## src/hdl/resonance_frequency_sweep_search_defines.svh

```systemverilog
// Assertion macros shared by the sweep search RTL.
`ifndef RESONANCE_FREQUENCY_SWEEP_SEARCH_DEFINES_SVH
`define RESONANCE_FREQUENCY_SWEEP_SEARCH_DEFINES_SVH

// Antecedent true implies consequent in the same cycle.
`define RFSS_ASSERT_SAME(label, clk, rst_n, ante, cons) \
    label: assert property (@(posedge clk) disable iff (!rst_n) (ante) |-> (cons)) \
        else $error("sweep search: same-cycle check failed");

// Antecedent true implies consequent in the following cycle.
`define RFSS_ASSERT_NEXT(label, clk, rst_n, ante, cons) \
    label: assert property (@(posedge clk) disable iff (!rst_n) (ante) |=> (cons)) \
        else $error("sweep search: next-cycle check failed");

`endif

```

## src/hdl/rfss_pkg.sv

```systemverilog
package rfss_pkg;

    // Field widths of the block.
    localparam int FREQ_W   = 20;
    localparam int SAMPLE_W = 12;
    localparam int STEP_W   = 16;
    localparam int TICK_W   = 8;
    localparam int OFS_W    = 16;
    localparam int WORD_W   = FREQ_W + 2;
    localparam int DISP_W   = 17;
    localparam int CFG_W    = 20;
    localparam int IDX_W    = 3;

    // Register indexes of the configuration port.
    localparam logic [IDX_W-1:0] REG_UPPER_FREQ   = 3'd0;
    localparam logic [IDX_W-1:0] REG_LOWER_FREQ   = 3'd1;
    localparam logic [IDX_W-1:0] REG_STEP_SIZE    = 3'd2;
    localparam logic [IDX_W-1:0] REG_SETTLE_TICKS = 3'd3;
    localparam logic [IDX_W-1:0] REG_SAMPLE_WAIT  = 3'd4;
    localparam logic [IDX_W-1:0] REG_FINAL_OFFSET = 3'd5;
    localparam logic [IDX_W-1:0] REG_MIN_PEAK     = 3'd6;

    // Reset values of the configuration registers.
    localparam logic [STEP_W-1:0]   RST_STEP_SIZE    = 16'd1;
    localparam logic [TICK_W-1:0]   RST_SETTLE_TICKS = 8'd35;
    localparam logic [TICK_W-1:0]   RST_SAMPLE_WAIT  = 8'd5;
    localparam logic [OFS_W-1:0]    RST_FINAL_OFFSET = 16'd150;
    localparam logic [SAMPLE_W-1:0] RST_MIN_PEAK     = 12'd20;

    // Reciprocal of ten scaled by 2^23, rounded up; exact for all 20-bit inputs.
    localparam int DIV10_SHIFT = 23;
    localparam logic [FREQ_W-1:0] DIV10_MAGIC = 20'd838861;
    localparam int PROD_W = 2 * FREQ_W;

    typedef enum logic [2:0] {
        PH_START  = 3'd0,
        PH_SETTLE = 3'd1,
        PH_SAMPLE = 3'd2,
        PH_WAIT   = 3'd3,
        PH_DONE   = 3'd4
    } t_phase;

    typedef struct packed {
        logic [FREQ_W-1:0]   upper_freq;
        logic [FREQ_W-1:0]   lower_freq;
        logic [STEP_W-1:0]   step_size;
        logic [TICK_W-1:0]   settle_ticks;
        logic [TICK_W-1:0]   sample_wait;
        logic [OFS_W-1:0]    final_offset;
        logic [SAMPLE_W-1:0] min_peak;
    } t_cfg;

    typedef struct packed {
        logic                cmd_valid;
        logic [WORD_W-1:0]   freq_word;
        logic                done;
        logic [FREQ_W-1:0]   best_freq;
        logic                alarm;
        logic [SAMPLE_W-1:0] peak;
    } t_result;

    // Quotient by ten through the scaled reciprocal.
    function automatic logic [DISP_W-1:0] f_div10(input logic [FREQ_W-1:0] x);
        logic [PROD_W-1:0] p;
        p = PROD_W'(x) * PROD_W'(DIV10_MAGIC);
        return p[DIV10_SHIFT +: DISP_W];
    endfunction

endpackage

```

## src/hdl/rfss_core.sv

```systemverilog
module rfss_core
    import rfss_pkg::*;
(
    input  logic                i_clk,
    input  logic                i_rst_n,
    input  logic                i_adv,
    input  logic                i_restart,
    input  logic [SAMPLE_W-1:0] i_sample,
    input  t_cfg                i_cfg,
    output t_result             o_res
);

    t_phase              r_phase, n_phase;
    logic [TICK_W-1:0]   r_wait, n_wait;
    logic [FREQ_W-1:0]   r_cur, n_cur;
    logic [FREQ_W-1:0]   r_best, n_best;
    logic [SAMPLE_W-1:0] r_peak, n_peak;
    logic                r_alarm, n_alarm;

    logic                w_valid;
    logic [FREQ_W-1:0]   w_cmd;
    logic [FREQ_W:0]     w_sum;
    logic [TICK_W-1:0]   w_wait_inc;
    logic [FREQ_W-1:0]   w_step;

    assign w_wait_inc = r_wait + 1'b1;
    assign w_step     = FREQ_W'(i_cfg.step_size);

    // State update for the item leaving the input register.
    always_comb begin
        n_phase = r_phase;
        n_wait  = r_wait;
        n_cur   = r_cur;
        n_best  = r_best;
        n_peak  = r_peak;
        n_alarm = r_alarm;
        w_valid = 1'b0;
        w_cmd   = '0;
        w_sum   = '0;
        if (i_restart || r_phase == PH_START) begin
            n_cur   = i_cfg.upper_freq;
            n_best  = '0;
            n_peak  = '0;
            n_alarm = 1'b0;
            n_wait  = '0;
            n_phase = PH_SETTLE;
            w_cmd   = i_cfg.upper_freq;
            w_valid = 1'b1;
        end else begin
            case (r_phase)
                PH_SETTLE: begin
                    if (r_wait >= i_cfg.settle_ticks) begin
                        n_wait  = '0;
                        n_phase = PH_SAMPLE;
                    end else begin
                        n_wait = w_wait_inc;
                    end
                end
                PH_SAMPLE: begin
                    if (i_sample > r_peak) begin
                        n_peak = i_sample;
                        n_best = r_cur;
                    end
                    w_valid = 1'b1;
                    if (r_cur >= i_cfg.lower_freq) begin
                        // Step down, saturating at zero.
                        n_cur   = (r_cur >= w_step) ? r_cur - w_step : '0;
                        w_cmd   = n_cur;
                        n_phase = PH_WAIT;
                    end else begin
                        // Sweep ends: add the offset with saturation and judge the result.
                        w_sum   = {1'b0, n_best} + (FREQ_W + 1)'(i_cfg.final_offset);
                        n_best  = w_sum[FREQ_W] ? '1 : w_sum[FREQ_W-1:0];
                        w_cmd   = n_best;
                        n_alarm = (n_best < i_cfg.lower_freq) || (n_peak <= i_cfg.min_peak);
                        n_phase = PH_DONE;
                    end
                end
                PH_WAIT: begin
                    if (w_wait_inc >= i_cfg.sample_wait) begin
                        n_wait  = '0;
                        n_phase = PH_SAMPLE;
                    end else begin
                        n_wait = w_wait_inc;
                    end
                end
                PH_DONE: begin
                    n_phase = PH_DONE;
                end
                default: begin
                    n_phase = PH_DONE;
                end
            endcase
        end
    end

    // Result fields reflect the state after this item.
    always_comb begin
        o_res.cmd_valid = w_valid;
        o_res.freq_word = w_valid ? {w_cmd, 2'b00} : '0;
        o_res.done      = (n_phase == PH_DONE);
        o_res.best_freq = n_best;
        o_res.alarm     = n_alarm;
        o_res.peak      = n_peak;
    end

    // Sweep state registers.
    always_ff @(posedge i_clk) begin
        if (!i_rst_n) begin
            r_phase <= PH_START;
            r_wait  <= '0;
            r_cur   <= '0;
            r_best  <= '0;
            r_peak  <= '0;
            r_alarm <= 1'b0;
        end else if (i_adv) begin
            r_phase <= n_phase;
            r_wait  <= n_wait;
            r_cur   <= n_cur;
            r_best  <= n_best;
            r_peak  <= n_peak;
            r_alarm <= n_alarm;
        end
    end

endmodule

```

## src/hdl/resonance_frequency_sweep_search.sv

```systemverilog
// Resonance search by a downward frequency sweep.
// Slave stream: one beat per tick; s_tuser is the request kind (restart or
// sample tick) and s_tdata carries the feedback reading. Every accepted beat
// yields exactly one master beat with the commanded frequency (tuser flags
// whether a new frequency is commanded), the done flag, the best frequency,
// its value divided by ten, the alarm and the peak level.
// Configuration is a plain write port (enable, index, data); the user must write it only while
// the block is idle, which the block itself does not enforce; a write takes effect at the clock edge.
// A beat waits in the input register, and its result is registered in the output
// register before it appears on the master side.
// Throughput: one beat per cycle while the receiver keeps up; the per-tick state
// update is a single compare, step and saturating add between input and output registers.
// When the receiver stalls, the output register holds and the input register
// takes one more beat before s_tready falls; nothing is dropped.
// Reset (synchronous, active low) empties both registers, puts the sweep in
// the start phase and restores the configuration defaults.
module resonance_frequency_sweep_search
    import rfss_pkg::*;
(
    input  logic              i_clk,
    input  logic              i_rst_n,
    // Configuration write port.
    input  logic              i_cfg_we,
    input  logic [IDX_W-1:0]  i_cfg_idx,
    input  logic [CFG_W-1:0]  i_cfg_data,
    // Slave stream.
    input  logic              s_tvalid,
    output logic              s_tready,
    input  logic [15:0]       s_tdata,  // [11:0] adc_sample, rest zero
    input  logic [0:0]        s_tuser,  // [0] req_type
    // Master stream.
    output logic              m_tvalid,
    input  logic              m_tready,
    output logic [79:0]       m_tdata,  // [21:0] freq_word, [22] sweep_done,
                                        // [42:23] best_freq, [59:43] display_freq,
                                        // [60] alarm, [72:61] peak_level, rest zero
    output logic [0:0]        m_tuser   // [0] freq_cmd_valid
);

`include "resonance_frequency_sweep_search_defines.svh"

    t_cfg                r_cfg;
    logic                r_in_valid;
    logic                r_in_req;
    logic [SAMPLE_W-1:0] r_in_sample;
    logic                r_out_valid;
    t_result             r_out;
    t_result             w_res;
    logic                w_adv;

    // Configuration registers.
    always_ff @(posedge i_clk) begin
        if (!i_rst_n) begin
            r_cfg.upper_freq   <= '0;
            r_cfg.lower_freq   <= '0;
            r_cfg.step_size    <= RST_STEP_SIZE;
            r_cfg.settle_ticks <= RST_SETTLE_TICKS;
            r_cfg.sample_wait  <= RST_SAMPLE_WAIT;
            r_cfg.final_offset <= RST_FINAL_OFFSET;
            r_cfg.min_peak     <= RST_MIN_PEAK;
        end else if (i_cfg_we) begin
            case (i_cfg_idx)
                REG_UPPER_FREQ:   r_cfg.upper_freq   <= i_cfg_data[FREQ_W-1:0];
                REG_LOWER_FREQ:   r_cfg.lower_freq   <= i_cfg_data[FREQ_W-1:0];
                REG_STEP_SIZE:    r_cfg.step_size    <= i_cfg_data[STEP_W-1:0];
                REG_SETTLE_TICKS: r_cfg.settle_ticks <= i_cfg_data[TICK_W-1:0];
                REG_SAMPLE_WAIT:  r_cfg.sample_wait  <= i_cfg_data[TICK_W-1:0];
                REG_FINAL_OFFSET: r_cfg.final_offset <= i_cfg_data[OFS_W-1:0];
                REG_MIN_PEAK:     r_cfg.min_peak     <= i_cfg_data[SAMPLE_W-1:0];
                default: begin
                end
            endcase
        end
    end

    // Handshake: the item moves on when the output register is free or drains.
    assign w_adv    = r_in_valid && (!r_out_valid || m_tready);
    assign s_tready = !r_in_valid || w_adv;

    // Input register.
    always_ff @(posedge i_clk) begin
        if (!i_rst_n) begin
            r_in_valid <= 1'b0;
        end else if (s_tvalid && s_tready) begin
            r_in_valid <= 1'b1;
        end else if (w_adv) begin
            r_in_valid <= 1'b0;
        end
    end

    always_ff @(posedge i_clk) begin
        if (s_tvalid && s_tready) begin
            r_in_req    <= s_tuser[0];
            r_in_sample <= s_tdata[SAMPLE_W-1:0];
        end
    end

    rfss_core u_core (
        .i_clk     (i_clk),
        .i_rst_n   (i_rst_n),
        .i_adv     (w_adv),
        .i_restart (r_in_req),
        .i_sample  (r_in_sample),
        .i_cfg     (r_cfg),
        .o_res     (w_res)
    );

    // Result register.
    always_ff @(posedge i_clk) begin
        if (!i_rst_n) begin
            r_out_valid <= 1'b0;
        end else if (w_adv) begin
            r_out_valid <= 1'b1;
        end else if (m_tready) begin
            r_out_valid <= 1'b0;
        end
    end

    always_ff @(posedge i_clk) begin
        if (w_adv) begin
            r_out <= w_res;
        end
    end

    // Master beat packing; the display value is derived from the held best frequency.
    assign m_tvalid = r_out_valid;
    assign m_tuser  = r_out.cmd_valid;
    assign m_tdata  = {7'b0, r_out.peak, r_out.alarm, f_div10(r_out.best_freq),
                       r_out.best_freq, r_out.done, r_out.freq_word};

    // A restart always commands a frequency and leaves the done phase.
    `RFSS_ASSERT_NEXT(a_restart_cmd, i_clk, i_rst_n, w_adv && r_in_req,
        r_out_valid && r_out.cmd_valid && !r_out.done)
    // An advancing item always lands in the result register.
    `RFSS_ASSERT_NEXT(a_adv_lands, i_clk, i_rst_n, w_adv, r_out_valid)
    // Back-pressure only when both registers are occupied.
    `RFSS_ASSERT_SAME(a_ready_low, i_clk, i_rst_n, !s_tready, r_in_valid && r_out_valid)

endmodule

```

## config.mk

```make
export PLATFORM = sky130hd
export DESIGN_NAME = resonance_frequency_sweep_search
export DESIGN_NICKNAME = d
export VERILOG_FILES = /design/src/hdl/rfss_pkg.sv /design/src/hdl/rfss_core.sv /design/src/hdl/resonance_frequency_sweep_search.sv
export VERILOG_INCLUDE_DIRS = /design/src /design/src/hdl
export SDC_FILE = /design/constraint.sdc
export NUM_CORES = 1
export LEC_CHECK = 0
export BUFFER_PORTS_ARGS = -buffer_cell sky130_fd_sc_hd__buf_2
export CAP_MARGIN = 10
export CORE_ASPECT_RATIO = 0.8
export CORE_MARGIN = 2
export CORE_UTILIZATION = 35
export DETAILED_ROUTE_END_ITERATION = 8
export PLACE_DENSITY_LB_ADDON = 0.1
export SYNTH_ARGS = -nofsm -noshare
export SYNTH_HDL_FRONTEND = slang
export SYNTH_SLANG_ARGS = --single-unit
```

## constraint.sdc

```tcl
create_clock -name i_clk -period 8 [get_ports i_clk]
set_input_delay 2.4 -clock i_clk [delete_from_list [all_inputs] [get_ports i_clk]]
set_output_delay 2.4 -clock i_clk [all_outputs]
set_load 0.03 [all_outputs]
```

==> results of run 1 <==
-- worst min path at each step --
| stage | startpoint | end |
|---|---|---|
| global placement | r_cfg[88]$_SDFFE_PN0P_ | r_cfg[88]$_SDFFE_PN0P_ |
| finish | r_cfg[47]$_SDFFE_PN0P_ | r_cfg[47]$_SDFFE_PN0P_ |
| floorplan | r_cfg[10]$_SDFFE_PN0P_ | r_cfg[10]$_SDFFE_PN0P_ |
| global route | r_cfg[83]$_SDFFE_PN0P_ | r_cfg[83]$_SDFFE_PN0P_ |
| CTS | r_cfg[88]$_SDFFE_PN0P_ | r_cfg[88]$_SDFFE_PN0P_ |
| detailed placement | r_cfg[88]$_SDFFE_PN0P_ | r_cfg[88]$_SDFFE_PN0P_ |
-- stage by stage --
stage / worst slack (ps) / cells
floorplan: -215 / 2301
global placement: -845 / 3263
detailed placement: -890 / 3263
CTS: -1120 / 3325
global route: -1180 / 3330
finish: -956 / 3330
-- metal layers --
metal	global-route usage (%)	wire length, um	vias up
met3	2.08	2320	52
li1	-	-	8250
met5	0	0	-
met4	2.88	770	0
met2	33.4	27300	304
met1	31.2	31800	7910
-- registers in the layout, summed over array words and instances (netlist names), 3 cells and up --
signal	flops
m_tdata	54
r_cfg	100
r_in_sample	12
u_core.r_best	20
u_core.r_cur	20
u_core.r_peak	12
u_core.r_phase	3
u_core.r_wait	8
-- what timing repair did --
| action | 4_1_cts | 5_1_grt |
|---|---|---|
| gates resized for setup | 91 | 26 |
| setup endpoints to repair | 17 | 17 |
| buffers inserted | 15 | 6 |
| pin swaps | 72 | 9 |
-- logic make-up (layout without fill, tap and decap cells) --
group                    Yosys count  in the layout  synth area share (%)
adder cells (fa/ha/maj)          452            452                  32.9
AO/OA/AOI/OAI                    477            477                  14.9
other                              1              9                0.0184
XOR/XNOR                          54             54                  2.32
multiplexers                      45             45                  2.41
buffers and inverters            446            706                  8.49
AND/OR/NAND/NOR                  584            584                  12.7
flip-flops                       234            234                  26.3
-- area by class of cell --
cell class	count	share of cell area (%)
multi-input cells	1621	57.2
flip-flops and latches	234	21.7
repair buffers	294	8.27
inverters	362	5.53
well taps	769	3.89
clock buffers	32	2.85
clock inverters	18	0.612
-- report_power, final --
| group | switching, mW | internal [mW] |
|---|---|---|
| logic | 2.78 | 2.38 |
| registers | 0.0315 | 1.25 |
| clock network | 0.531 | 0.695 |
| total | 3.34 | 4.33 |
-- placed cells by master (no fill, tap or decap), drive strengths merged, types with 30 or more instances in the layout --
master  count
ha        311
inv       360
nand3      48
dfxtp     166
edfxtp     68
fa        141
nand2     298
xnor2      30
clkbuf     32
a21oi     191
a21o       48
buf       294
o21ai      68
nor2      113
-- worst max-delay path, cell delays in order, from the launching register on --
cell and delay, ps:
edfxtp_1 500, ha_4 310, ha_4 260, inv_2 30, fa_1 490, inv_2 40, fa_1 490, inv_2 40
fa_1 560, inv_2 50, fa_1 550, fa_1 470, ha_4 280, a211oi_4 210, o21bai_2 140, nor3_2 200
buf_4 170, a21oi_2 80, or3_4 430, a21oi_4 200, o21bai_4 100, a211oi_2 210, nor2_2 60, buf_6 130
==> flow_summary_export.csv, run 1 <==
group,metric,value,unit
route,vias_per_cell,4.96,
logic_synthesis,syn_inst,2293,
pwr,power.density,310,mW/mm^2
timing,rsz0062_at_grt,"true",
layout,fin_nets,3037,
floorplan,pin_count,128,
floorplan,initial_core_util,35.3,%
timing,hold_viol,0,
timing,min_period_over_period,112,%
logic_synthesis,synth_area,0.0204,mm^2
logic_synthesis,async_flop_share,0,%
clock_network,clock_path_buffers,3,
status,outcome,"finished, violations left",
layout,diodes,0,
logic_synthesis,synthMostInstantiatedCell,"inv_1",
timing,fin_skew,23.6,ps
floorplan,die_h,220,um
clock_network,holdBufCountCts,0,
critical_path,cp-start-kind,"flop",
logic_synthesis,synth-seq-cells,234,
pwr,power.total,7.67,mW
critical_path,arrival,6560,ps
global_route,grt-ovfl-total,0,
clock_network,root_buffer,"clkbuf_16",
clock_network,numCtsBuffers,27,
timing,fmax,112,MHz
clock_network,cts_tree,"done",
global_route,grt_pass1_vias,16900,
route,vias,16500,
clock_network,cts_num_sinks,234,
timing,finalCriticalPeriod,8960,ps
status,violations,"setup timing",
layout,final_area,0.0248,mm^2
logic_synthesis,synth_enable_flop_cells,68,
clock_network,h-tree-depth,1,
logic_synthesis,ys_types,81,
logic_synthesis,syn_avg_cell_area,8.91,um^2
worst_hold_path,worstHoldPathCells,2,
timing,layout_setup_ws,-956,ps
global_route,antenna_found_initial,0,
pwr,p_leak,11.3,nW
timing,setup_violations,17,
critical_path,worstPathRequired,5600,ps
critical_path,r2r_slack,890,ps
pwr,ir_drop,0.591,mV
critical_path,r2r-end,"m_tdata[60]$_DFFE_PP_",
timing,drv_slew,0,
layout,regArea,0.00537,mm^2
clock_network,clk_pin_slew,60,ps
placement,dpl_cell_area,0.0233,mm^2
timing,tightestPinTransition,1060,ps
timing,whs,454,ps
route,wl,62300,um
route,firstDrtPassIters,7,
layout,drive_gt1_share,19.4,%
layout,fill_cells,5804,
critical_path,crit_path_end_kind,"output port",
critical_path,r2r_start,"r_in_sample[1]$_DFFE_PP_",
route,initialDrtViolationCount,1017,
global_route,grtUsageTotal,20.9,%
global_route,grt_pass1_wl,97700,um
critical_path,worstSetupStartpoint,"m_tdata[33]$_DFFE_PP_",
logic_synthesis,synth_top_cells_by_count,"inv_1, ha_1, nand2_1, a21oi_1, dfxtp_1",
logic_synthesis,synthFlopType,"dfxtp_1",
layout,post-route-util,42.7,%
logic_synthesis,synth_top_area_cell,"ha_1",
critical_path,critPathMaxFanout,3,
placement,dp_hpwl,48900,um
clock_network,clkLatencyLatePin,570,ps
placement,port-buffer-count,114,
placement,gp_congestion,0.901,
critical_path,rr_worst_depth,24,
job,cap_violations,0,
critical_path,crit_type,"flop to output port",
route,post_drt_wl_per_cell,18.7,um
floorplan,fp.coreArea,0.0579,mm^2
timing,fin_tns_setup,-12570,ps
route,ant_nets,0,
floorplan,fp.dieW,274,um
layout,multi_input_comb_area,0.0142,mm^2
timing,relSlewSlack,29.3,%
logic_synthesis,netlist.area_leader.share,19.1,%
global_route,grt_max_degree,56,
floorplan,dieArea,0.0603,mm^2
logic_synthesis,synth_area_leaders,"ha_1, dfxtp_1, fa_1",
logic_synthesis,yosysSeqAreaShare,26.3,%
floorplan,row_count,79,
critical_path,crit_end,"m_tdata[56]",
layout,syn_to_final_growth,21.2,%
route,drc,0,
logic_synthesis,synth-warning-count,0,
worst_hold_path,hp-class,"flop to flop",
No activity file was read; power rests on OpenSTA's default activity.
==> run 2, diff against run 1 <==
--- a/config.mk
+++ b/config.mk
@@ -8,9 +8,12 @@
 export LEC_CHECK = 0
 export BUFFER_PORTS_ARGS = -buffer_cell sky130_fd_sc_hd__buf_2
 export CAP_MARGIN = 10
+export CELL_PAD_IN_SITES_DETAIL_PLACEMENT = 2
+export CELL_PAD_IN_SITES_GLOBAL_PLACEMENT = 2
 export CORE_ASPECT_RATIO = 0.8
 export CORE_MARGIN = 2
 export CORE_UTILIZATION = 35
+export CTS_CLUSTER_SIZE = 25
 export DETAILED_ROUTE_END_ITERATION = 8
 export PLACE_DENSITY_LB_ADDON = 0.1
 export SYNTH_ARGS = -nofsm -noshare
==> run 2 against run 1 <==
Against the previous run:
- the flow still finishes with violations (setup timing)
- fmax down 1.8%
- count of clock-buffer cells in the layout increased by 4
- global-route usage increased by 5.0 points
- non-clock buffer count up 6
- die area is the same
- clock power grew 13%
- final area is 0.73% higher
- register-to-register slack got worse by 400 ps
- first-iteration DRC count decreased by 12%
- critical endpoint is now m_tdata[59]
==> flow_summary_export.csv, run 2 (synthesized netlist as in run 1, its figures left out) <==
group,metric,value,unit
layout,regArea,0.00537,mm^2
global_route,grt_pass1_vias,19800,
pwr,ir_drop,0.510,mV
worst_hold_path,worstHoldPathCells,2,
floorplan,fp.dieW,274,um
route,initialDrtViolationCount,898,
critical_path,worstSetupStartpoint,"m_tdata[36]$_DFFE_PP_",
critical_path,r2r_start,"r_in_sample[1]$_DFFE_PP_",
clock_network,numCtsBuffers,29,
critical_path,arrival,6720,ps
route,ant_nets,0,
clock_network,root_buffer,"clkbuf_16",
clock_network,holdBufCountCts,0,
critical_path,worstPathRequired,5600,ps
pwr,power.density,330,mW/mm^2
layout,multi_input_comb_area,0.0141,mm^2
timing,layout_setup_ws,-1120,ps
floorplan,row_count,79,
placement,dp_hpwl,61000,um
layout,largest_reg_flops,100,
timing,fin_skew,18.4,ps
layout,layout_common_cells,"inv_1, nand2_1, ha_1",
timing,rsz0062_at_grt,"true",
status,violations,"setup timing",
critical_path,cp-start-kind,"flop",
global_route,grt_max_degree,71,
timing,min_period_over_period,114,%
floorplan,pin_count,128,
floorplan,die_h,220,um
floorplan,dieArea,0.0603,mm^2
timing,fin_tns_setup,-14850,ps
layout,final_common_cell,"inv_1",
route,top_layer,"met4",
timing,setup_violations,17,
layout,diodes,0,
clock_network,cts_tree,"done",
layout,syn_to_final_growth,22.1,%
timing,drv_slew,0,
critical_path,rr_worst_depth,25,
critical_path,critPathMaxFanout,3,
clock_network,clkLatencyLatePin,590,ps
route,drc,0,
placement,port-buffer-count,114,
worst_hold_path,min_from,"r_cfg[84]$_SDFFE_PN0P_",
clock_network,h-tree-depth,1,
route,wl_met2,37900,um
route,vias_per_cell,5.32,
placement,gp_congestion,0.898,
timing,finalCriticalPeriod,9120,ps
placement,dpl_cell_area,0.0233,mm^2
clock_network,clk_pin_slew,60,ps
global_route,grt_pass1_wl,119000,um
timing,hold_viol,0,
timing,tightestPinTransition,1310,ps
clock_network,cts_num_sinks,234,
worst_hold_path,hp-class,"flop to flop",
critical_path,crit_type,"flop to output port",
layout,final_area,0.0249,mm^2
route,post_drt_wl_per_cell,23.5,um
job,cap_violations,0,
layout,fill_cells,6346,
timing,fmax,110,MHz
pwr,power.total,8.23,mW
layout,drive_gt1_share,19.5,%
critical_path,crit_path_end_kind,"output port",
timing,relSlewSlack,12.4,%
route,wl,78500,um
route,wl_met1,36700,um
placement,detailedPlace.worstSlack,-933,ps
route,vias,17800,
critical_path,critPathSlowestCell,"fa_1",
global_route,antenna_found_initial,0,
global_route,grtUsageTotal,25.9,%
pwr,p_leak,11.3,nW
layout,largest_register,"r_cfg",
status,outcome,"finished, violations left",
global_route,grt-ovfl-total,0,
floorplan,fp.coreArea,0.0579,mm^2
floorplan,initial_core_util,35.3,%
route,wl_met3,2480,um
route,firstDrtPassIters,5,
layout,fin_nets,3045,
clock_network,clock_path_buffers,3,
critical_path,crit_path_max_incr_delay,580,ps
==> run 2: changes by cell type in the layout (fill, tap and decap cells not counted), sizes merged <==
cell and delta:
bufinv +2, clkinvlp +1, buf +6, clkbuf +4, clkinv -3
==> run 2: path summary, 6_finish.rpt <==
check | endpoint | slack [ps]
worst max-delay path | m_tdata[59] | -1120
worst min-delay path | r_cfg[84]$_SDFFE_PN0P_ | 460
worst max register to register | m_tdata[60]$_DFFE_PP_ | 490
worst min register to register | r_cfg[84]$_SDFFE_PN0P_ | 460
==> run 2: power by group <==
part	switching, mW	internal [mW]
sequential	0.0334	1.25
clock	0.576	0.817
combinational	3.11	2.45
total	3.71	4.52
==> run 2: layout make-up <==
type | instances | area share (%)
clock inverter | 18 | 0.838
inverter | 362 | 5.52
tap | 769 | 3.86
sequential | 234 | 21.5
multi-input combinational | 1621 | 56.6
clock buffer | 36 | 3.10
timing repair buffer | 300 | 8.56
==> run 2: worst max-delay path, delay by kind of cell, from the launching register on <==
family                     cells  cell delay (ps)
AOI/OAI and AO/OA              5              810
xor gates and xnor gates       1              100
adders and majority gates      8             3380
buffers and inverters          8             1000
DFF                            1              460
and+or+nand+nor                3              360
==> run 2: metrics by stage <==
step                      cells  hold WS, ps  util [%]
after floorplan            2301          436         -
after global placement     3261          443      40.3
after detailed placement   3261          451      40.3
after CTS                  3333          460      42.8
after global routing       3340          465      43.1
final                      3340          458      43.1
==> run 2: per-layer routing <==
layer | vias up | GRT usage, %
li1 | 8250 | -
met1 | 9177 | 35.3
met2 | 270 | 44.6
met3 | 87 | 2.45
met4 | 0 | 5.40
met5 | - | 0
==> run 2: repair_timing <==
action	CTS	global route
setup endpoints to repair	17	17
pin swaps	48	18
gates resized for setup	79	26
buffers inserted	22	10
cloned	0	0
